==> src/rtl/srtf_pkg.sv <==
`timescale 1ns / 1ps
// ----------------------------------------------------------------------------
// srtf_pkg
// Shared types, sizes and helpers for the SRTF process scheduler.
// ----------------------------------------------------------------------------
package srtf_pkg;

  localparam int unsigned SLOTS = 16;
  localparam int unsigned IDX_W = (SLOTS > 1) ? $clog2(SLOTS) : 1;
  localparam int unsigned CNT_W = $clog2(SLOTS + 1);

  typedef logic [IDX_W-1:0] idx_t;
  typedef logic [CNT_W-1:0] cnt_t;

  localparam logic CMD_ARRIVE = 1'b0;
  localparam logic CMD_TICK   = 1'b1;

  typedef enum logic [1:0] {
    ST_ARRIVED = 2'd0,
    ST_FULL    = 2'd1,
    ST_IDLE    = 2'd2,
    ST_RAN     = 2'd3
  } status_e;

  typedef struct packed {
    logic [3:0]  ident;
    logic [15:0] burst;
    logic [31:0] wait_cnt;
    logic [15:0] remain;
  } slot_t;

  typedef struct packed {
    logic  we;
    idx_t  waddr;
    slot_t wdata;
    logic  re;
    idx_t  raddr;
  } mem_req_t;

  typedef struct packed {
    status_e     status;
    logic [3:0]  run_id;
    logic        done_res;
    logic [3:0]  done_id;
    logic [31:0] done_wait;
    logic [31:0] done_finish;
    logic [31:0] done_turnaround;
    logic [31:0] now;
  } res_t;

  function automatic logic [31:0] sat_inc32(input logic [31:0] v);
    return (v == 32'hFFFF_FFFF) ? v : v + 32'd1;
  endfunction

endpackage

==> src/rtl/srtf_process_scheduler.sv <==
`timescale 1ns / 1ps
// ----------------------------------------------------------------------------
// srtf_process_scheduler
// Shortest-remaining-time-first scheduler over a RAM of process slots.
// ----------------------------------------------------------------------------
// Timing: an arrival goes from transfer straight to the result state; a tick
//   runs a search pass over the N slots handed out so far (at most SLOTS),
//   then an update pass only when a slot runs.
// Flow: one item at a time; the input stalls until the result has been taken
//   into the output register. A tick that runs a slot makes two passes over the
//   slot RAM read port (minimum search, then wait/remaining write-back), else one.
// Reset: asynchronous, active low. Table empty, time zero, no clearing
//   pass: slots beyond the fill count are never read.
// ----------------------------------------------------------------------------
module srtf_process_scheduler (
  input  logic        clk_i,
  input  logic        rst_ni,
  // input channel
  input  logic        in_valid_i,
  output logic        in_stall_o,
  input  logic        cmd_i,
  input  logic [3:0]  proc_id_i,
  input  logic [15:0] burst_i,
  // result channel
  output logic        out_valid_o,
  input  logic        out_stall_i,
  output logic [1:0]  status_o,
  output logic [3:0]  run_id_o,
  output logic        done_res_o,
  output logic [3:0]  done_id_o,
  output logic [31:0] done_wait_o,
  output logic [31:0] done_finish_o,
  output logic [31:0] done_turnaround_o,
  output logic [31:0] now_o
);

  srtf_pkg::mem_req_t mem_req;
  srtf_pkg::slot_t    mem_rdata;
  srtf_pkg::res_t     res;
  logic               res_valid;
  logic               res_ready;

  logic               out_valid_q;
  srtf_pkg::res_t     out_q;

  // Slot table: ident, burst, wait and remaining per slot, one word each.
  srtf_slot_mem u_mem (
    .clk_i   (clk_i),
    .req_i   (mem_req),
    .rdata_o (mem_rdata)
  );

  // Sequencer: one read per cycle during a pass, data back in the next cycle. The update pass
  // writes slot i while reading slot i+1, so no entry is read and written
  // in the same cycle.
  srtf_sched_ctrl u_ctrl (
    .clk_i       (clk_i),
    .rst_ni      (rst_ni),
    .in_valid_i  (in_valid_i),
    .in_stall_o  (in_stall_o),
    .cmd_i       (cmd_i),
    .proc_id_i   (proc_id_i),
    .burst_i     (burst_i),
    .mem_req_o   (mem_req),
    .mem_rdata_i (mem_rdata),
    .res_valid_o (res_valid),
    .res_ready_i (res_ready),
    .res_o       (res)
  );

  // Output register parts the two sides: the sequencer takes the next item
  // while a finished result still waits for its transfer.
  assign res_ready = !out_valid_q || !out_stall_i;

  always_ff @(posedge clk_i or negedge rst_ni) begin
    if (!rst_ni) begin
      out_valid_q <= 1'b0;
    end else if (res_ready) begin
      out_valid_q <= res_valid;
    end
  end

  always_ff @(posedge clk_i) begin
    if (res_ready && res_valid) begin
      out_q <= res;
    end
  end

  assign out_valid_o       = out_valid_q;
  assign status_o          = out_q.status;
  assign run_id_o          = out_q.run_id;
  assign done_res_o        = out_q.done_res;
  assign done_id_o         = out_q.done_id;
  assign done_wait_o       = out_q.done_wait;
  assign done_finish_o     = out_q.done_finish;
  assign done_turnaround_o = out_q.done_turnaround;
  assign now_o             = out_q.now;

endmodule

==> src/rtl/srtf_slot_mem.sv <==
`timescale 1ns / 1ps
// ----------------------------------------------------------------------------
// srtf_slot_mem
// Slot table RAM: one write port, one read port, registered read data.
// ----------------------------------------------------------------------------
module srtf_slot_mem (
  input  logic               clk_i,
  input  srtf_pkg::mem_req_t req_i,
  output srtf_pkg::slot_t    rdata_o
);

  srtf_pkg::slot_t mem_q [srtf_pkg::SLOTS];
  srtf_pkg::slot_t rdata_q;

  always_ff @(posedge clk_i) begin
    if (req_i.we) begin
      mem_q[req_i.waddr] <= req_i.wdata;
    end
    if (req_i.re) begin
      rdata_q <= mem_q[req_i.raddr];
    end
  end

  assign rdata_o = rdata_q;

endmodule

==> src/rtl/srtf_sched_ctrl.sv <==
`timescale 1ns / 1ps
// ----------------------------------------------------------------------------
// srtf_sched_ctrl
// Command sequencer: arrival writes, min-search pass and update pass.
// ----------------------------------------------------------------------------
module srtf_sched_ctrl (
  input  logic               clk_i,
  input  logic               rst_ni,
  input  logic               in_valid_i,
  output logic               in_stall_o,
  input  logic               cmd_i,
  input  logic [3:0]         proc_id_i,
  input  logic [15:0]        burst_i,
  output srtf_pkg::mem_req_t mem_req_o,
  input  srtf_pkg::slot_t    mem_rdata_i,
  output logic               res_valid_o,
  input  logic               res_ready_i,
  output srtf_pkg::res_t     res_o
);

  typedef enum logic [3:0] {
    S_IDLE   = 4'b0001,
    S_SCAN   = 4'b0010,
    S_UPDATE = 4'b0100,
    S_RESULT = 4'b1000
  } state_e;

  state_e            state_q;
  srtf_pkg::cnt_t    used_q;
  srtf_pkg::cnt_t    rd_cnt_q;
  logic [31:0]       time_q;
  logic              dvld_q;
  srtf_pkg::idx_t    didx_q;
  logic              found_q;
  srtf_pkg::idx_t    best_idx_q;
  srtf_pkg::slot_t   best_q;
  srtf_pkg::status_e status_q;

  logic        accept;
  logic        full;
  logic        pass_active;
  logic        issue;
  logic        pass_end;
  logic        live;
  logic        better;
  logic [32:0] turn_sum;

  assign accept      = in_valid_i && (state_q == S_IDLE);
  assign full        = (used_q == srtf_pkg::CNT_W'(srtf_pkg::SLOTS));
  assign pass_active = (state_q == S_SCAN) || (state_q == S_UPDATE);
  assign issue       = pass_active && (rd_cnt_q != used_q);
  assign pass_end    = pass_active && (rd_cnt_q == used_q) && !dvld_q;
  assign live        = dvld_q && (mem_rdata_i.remain != 16'd0);
  assign better      = live && (!found_q || (mem_rdata_i.remain < best_q.remain));

  assign in_stall_o  = (state_q != S_IDLE);
  assign res_valid_o = (state_q == S_RESULT);

  // RAM port: arrival write in the accept cycle, write-back in the update pass
  always_comb begin
    mem_req_o       = '0;
    mem_req_o.re    = issue;
    mem_req_o.raddr = rd_cnt_q[srtf_pkg::IDX_W-1:0];
    if (accept && (cmd_i == srtf_pkg::CMD_ARRIVE) && !full) begin
      mem_req_o.we             = 1'b1;
      mem_req_o.waddr          = used_q[srtf_pkg::IDX_W-1:0];
      mem_req_o.wdata.ident    = proc_id_i;
      mem_req_o.wdata.burst    = burst_i;
      mem_req_o.wdata.wait_cnt = 32'd0;
      mem_req_o.wdata.remain   = burst_i;
    end else if ((state_q == S_UPDATE) && live) begin
      mem_req_o.we    = 1'b1;
      mem_req_o.waddr = didx_q;
      mem_req_o.wdata = mem_rdata_i;
      if (didx_q == best_idx_q) begin
        mem_req_o.wdata.remain = mem_rdata_i.remain - 16'd1;
      end else begin
        mem_req_o.wdata.wait_cnt = srtf_pkg::sat_inc32(mem_rdata_i.wait_cnt);
      end
    end
  end

  always_ff @(posedge clk_i or negedge rst_ni) begin
    if (!rst_ni) begin
      state_q  <= S_IDLE;
      used_q   <= '0;
      rd_cnt_q <= '0;
      time_q   <= '0;
      dvld_q   <= 1'b0;
      found_q  <= 1'b0;
      status_q <= srtf_pkg::ST_ARRIVED;
    end else begin
      dvld_q <= issue;
      if (issue) begin
        rd_cnt_q <= rd_cnt_q + srtf_pkg::CNT_W'(1);
      end
      unique case (state_q)
        S_IDLE: begin
          if (accept) begin
            if (cmd_i == srtf_pkg::CMD_TICK) begin
              time_q   <= srtf_pkg::sat_inc32(time_q);
              rd_cnt_q <= '0;
              found_q  <= 1'b0;
              state_q  <= S_SCAN;
            end else begin
              if (full) begin
                status_q <= srtf_pkg::ST_FULL;
              end else begin
                status_q <= srtf_pkg::ST_ARRIVED;
                used_q   <= used_q + srtf_pkg::CNT_W'(1);
              end
              state_q <= S_RESULT;
            end
          end
        end
        S_SCAN: begin
          if (better) begin
            found_q <= 1'b1;
          end
          if (pass_end) begin
            if (found_q) begin
              status_q <= srtf_pkg::ST_RAN;
              rd_cnt_q <= '0;
              state_q  <= S_UPDATE;
            end else begin
              status_q <= srtf_pkg::ST_IDLE;
              state_q  <= S_RESULT;
            end
          end
        end
        S_UPDATE: begin
          if (pass_end) begin
            state_q <= S_RESULT;
          end
        end
        S_RESULT: begin
          if (res_ready_i) begin
            state_q <= S_IDLE;
          end
        end
        default: state_q <= S_IDLE;
      endcase
    end
  end

  // payload: read tag and the running pick
  always_ff @(posedge clk_i) begin
    didx_q <= rd_cnt_q[srtf_pkg::IDX_W-1:0];
    if ((state_q == S_SCAN) && better) begin
      best_idx_q <= didx_q;
      best_q     <= mem_rdata_i;
    end
  end

  assign turn_sum = {1'b0, best_q.wait_cnt} + {17'd0, best_q.burst};

  // best_q holds the pick before its decrement: remain of one means finished
  always_comb begin
    res_o        = '0;
    res_o.status = status_q;
    res_o.now    = time_q;
    if (status_q == srtf_pkg::ST_RAN) begin
      res_o.run_id = best_q.ident;
      if (best_q.remain == 16'd1) begin
        res_o.done_res        = 1'b1;
        res_o.done_id         = best_q.ident;
        res_o.done_wait       = best_q.wait_cnt;
        res_o.done_finish     = time_q;
        res_o.done_turnaround = turn_sum[32] ? 32'hFFFF_FFFF : turn_sum[31:0];
      end
    end
  end

endmodule

==> config.mk <==
export PLATFORM = sky130hd
export DESIGN_NAME = srtf_process_scheduler
export DESIGN_NICKNAME = d
export VERILOG_FILES = /design/src/rtl/srtf_pkg.sv /design/src/rtl/srtf_process_scheduler.sv /design/src/rtl/srtf_slot_mem.sv /design/src/rtl/srtf_sched_ctrl.sv
export SDC_FILE = /design/constraint.sdc
export NUM_CORES = 1
export LEC_CHECK = 0
export ABC_CLOCK_PERIOD_IN_PS = 12000
export BUFFER_PORTS_ARGS = -buffer_cell sky130_fd_sc_hd__buf_4
export CAP_MARGIN = 20
export CORE_MARGIN = 1.5
export CORE_UTILIZATION = 60
export CTS_CLUSTER_SIZE = 28
export DETAILED_ROUTE_END_ITERATION = 7
export PLACE_DENSITY = 0.77
export SYNTH_ARGS = -nofsm -noshare
export SYNTH_HDL_FRONTEND = slang
export SYNTH_SLANG_ARGS = --single-unit
export TNS_END_PERCENT = 5
==> constraint.sdc <==
create_clock -name clk_i -period 12 [get_ports clk_i]
set_input_delay 1.2 -clock clk_i [delete_from_list [all_inputs] [get_ports clk_i]]
set_output_delay 1.2 -clock clk_i [all_outputs]
set_load 0.02 [all_outputs]
==> key figures <==
Status
  • Outcome: complete, no violations

Worst hold path
  • Hold path cells: 0
  • Worst Hold End: u_ctrl.best_q[64]
  • HP Class: reg -> reg
  • Hold path start: u_mem.rdata_o[64]

Timing
  • Pins Over Slew Limit: 0
  • Tmin final: 4.96 ns
  • RSZ-0062 raised after global routing: false
  • Skew final: 0.0334 ns
  • Setup TNS Final: 0 ns
  • Fmax: 0.202 GHz
  • Finish-stage setup viols: 0
  • Period Utilization, post-route: 41.3%
  • Final Hold Vio Count: 0
  • Slew at the pin closest to its max-slew limit: 1.14 ns
  • Rel. slew slack: 23.1%

Power
  • Leakage: 20.6 nW
  • Worst vdd ir: 0.000152 V
  • Total power: 0.0122 W
  • PD cells: 193 nW/µm²

Logic synthesis
  • Mapped Cells: 2697
  • Synthesized Nets: 2761
  • Distinct cells, synth: 75
  • Post-synth EDFFs: 1367
  • Seq/Total Area, Yosys: 76.1%
  • Flop and latch count out of synthesis: 1422
  • Yosys warnings: 0
  • Syn_area_per_cell: 20.7 µm²
  • Synth Cell Area: 55700 µm²
  • Ys flop type: edfxtp_1
  • Async S/R FF share, synth: 3.59%

Global routing
  • Initial antenna violation count: 4
  • Met1 usage in global routing: 38.3%
  • Met2 GRT Util: 46.5%
  • GR Util All Layers: 28.5%
  • GR Layer Usage met3: 6.18%
  • Largest net degree at the start of global routing: 115
  • Total global routing overflow: 0
  • Vias in the first global route: 29200
  • First-pass GRT wire length: 194000 µm
  • Grt peak-use layer: met2

Placement
  • Dpl hpwl: 73000 µm
  • IO Port Bufs: 165
  • Routability cong.: 0.881
  • Post-DP Area: 58600 µm²

Clocking
  • Clk Latency, worst-skew pair: 0.75 ns
  • H-tree depth: 4
  • CTS Buf Count: 138
  • CTS max path bufs: 3
  • Post-CTS Setup Repair Bufs: 0
  • Root buf cell: clkbuf_16
  • Worst-path clk slew: 0.06 ns
  • CTS tree: built
  • Resized Gates After CTS: 0
  • CTS Hold Buffers Added: 0
  • CTS sink count: 1422

Floorplan
  • Rows: 111
  • I/O Pins: 166
  • Die W: 308 µm
  • Die Y: 308 µm
  • Initial Util: 60.7%
  • Core Footprint: 91800 µm²
  • Die area: 94700 µm²

Layout
  • Share of layout cells above drive strength 1: 26.4%
  • Final Cell Area: 63200 µm²
  • Area Growth Syn to Fin: 13.5%
  • Post-layout net count: 3006

Route
  • 1st-iter DRT viols: 4225
  • Pre-Repair DR Iteration Count: 6
  • DR vias: 28500
  • Antenna Violating Nets Remaining: 0
  • Final WL: 132000 µm
  • WL per Instance: 30.8 µm
  • Drc violations: 0
  • Vias per cell: 6.64

Worst setup path
  • Worst reg2reg path endpoint: u_mem.mem_q[5][61]
  • Flop-to-flop setup slack: 7.04 ns
  • Element type at the critical path start: register
  • Crit. Startpoint: u_ctrl.state_q[2]
  • Critical path capture point type: register
  • Setup CP Type: reg -> reg
  • Critical path arrival: 5.31 ns
  • Beginning of the worst register-to-register path: u_ctrl.state_q[2]
  • CP max FO: 50
  • Reg2Reg Depth: 8
  • CP required: 12.35 ns

Run
  • Maximum capacitance violations: 0
worst max path at each step:
stage / endpoint / slack, ns / depth (start not counted)
floorplan: done_finish_o[0] / 3.40 / 3
global placement: u_mem.mem_q[7][36] / 7.23 / 6
detailed placement: u_mem.mem_q[7][40] / 7.14 / 6
CTS: u_mem.mem_q[5][61] / 7.02 / 8
global route: u_mem.mem_q[5][61] / 6.98 / 8
finish: u_mem.mem_q[5][61] / 7.04 / 8
worst max-delay path: stages, from the launching register on:
cell and delay, ns:
dfrtp_1 0.55, nand2_1 0.09, or4_1 0.54, a31o_2 0.29, buf_4 0.32, nor4b_1 0.59
a31oi_1 0.30, nor2_4 0.95, buf_4 0.87
stage by stage:
stage               worst slack (ns)  util, %  hold WS, ns  std cells
finish                          7.04     68.9        0.467       4298
global route                    6.98     68.9        0.491       4297
CTS                             7.02     68.7        0.467       4282
detailed placement              7.14     63.8        0.453       4030
global placement                7.23     63.8        0.444       4029
floorplan                       3.40        -        0.345       2697
layout by cell type (no fill, tap or decap), types with 8 or more instances in the layout:
cell | synthesis | final
clkinv_1 | 0 | 27
and3_1 | 20 | 20
clkbuf_16 | 0 | 138
nor4_1 | 11 | 10
edfxtp_1 | 1367 | 1367
nand2_1 | 102 | 102
buf_4 | 0 | 216
a211oi_1 | 11 | 11
nand3_1 | 31 | 31
nand4_1 | 31 | 31
clkinv_2 | 0 | 19
inv_1 | 36 | 35
clkinvlp_4 | 0 | 9
clkbuf_1 | 86 | 27
dfrtp_1 | 50 | 46
nor3_1 | 20 | 20
xnor2_1 | 63 | 63
xor2_1 | 49 | 49
a31oi_1 | 13 | 12
o21ai_0 | 18 | 18
bufinv_16 | 0 | 14
nor2_4 | 0 | 16
a21oi_1 | 55 | 52
nor4b_1 | 8 | 8
ha_1 | 38 | 38
nor3b_1 | 8 | 8
nor2_1 | 95 | 79
mux4_2 | 340 | 340
o21ai_1 | 22 | 22
and2_1 | 75 | 75
synth_stat cells (all sizes together), types with 3 or more instances:
cell type | n | area, µm²
buf | 33 | 146
xnor2 | 63 | 552
inv | 36 | 135
a2111oi | 4 | 53.8
nor3b | 10 | 85.1
xor2 | 49 | 429
a311oi | 4 | 35.0
nand2 | 102 | 383
nor3 | 21 | 110
and2 | 75 | 469
nand4 | 31 | 194
dfrtp | 50 | 1250
a211oi | 11 | 82.6
and3 | 20 | 125
a21oi | 56 | 284
or2 | 4 | 27.5
nor4b | 8 | 70.1
o21ai | 40 | 200
o21a | 3 | 22.5
a22o | 6 | 52.6
dfxtp | 4 | 80.1
nand2b | 3 | 18.8
a31oi | 13 | 81.3
ha | 38 | 475
mux4 | 340 | 7660
nand3 | 31 | 155
nor2b | 7 | 43.8
or4b | 3 | 33.8
mux2i | 5 | 50.1
nor2 | 96 | 363
mux2 | 4 | 45.0
and4 | 7 | 61.3
or4 | 7 | 52.6
or3 | 4 | 25.0
clkbuf | 86 | 323
o211ai | 3 | 22.5
nor4 | 13 | 93.8
a21o | 7 | 52.6
edfxtp | 1367 | 41000
final cells by class:
type	instances	area [µm²]
Inverter	36	135
Fill cell	5269	28600
Timing Repair Buffer	224	1770
Clock buffer	168	3600
Antenna cell	1	2.50
Sequential cell	1422	42400
Clock inverter	84	883
Multi-Input combinational cell	1120	12900
Tap cell	1243	1560
report_power, final:
part           switching, W  internal (W)
clock               0.00184       0.00246
sequential         0.000202       0.00573
combinational       0.00101      0.000961
total               0.00305       0.00915
logic make-up after synthesis:
| kind of cell | share of synthesized area (%) |
|---|---|
| flops | 76.1 |
| fa+ha+maj | 0.889 |
| compound gates | 1.93 |
| buf+inv | 1.08 |
| xor+xnor | 1.76 |
| mux | 13.9 |
| simple gates | 4.29 |
metal layers:
metal,share of wire [%],vias to the layer above
li1,-,11500
met1,36,14700
met2,50,1932
met3,10,337
met4,3.7,2
met5,0.0083,-
registers in the layout, summed over array words and instances, names as in the netlist, 5 cells and up:
name and count:
u_ctrl.rd_cnt_q 5, done_turnaround_o 32, done_finish_o 32, done_wait_o 32, u_ctrl.best_q 68, u_ctrl.time_q 32
u_mem.rdata_o 68, now_o 32, u_mem.mem_q 1088, u_ctrl.used_q 5
Power figures use the tool's default switching activity.
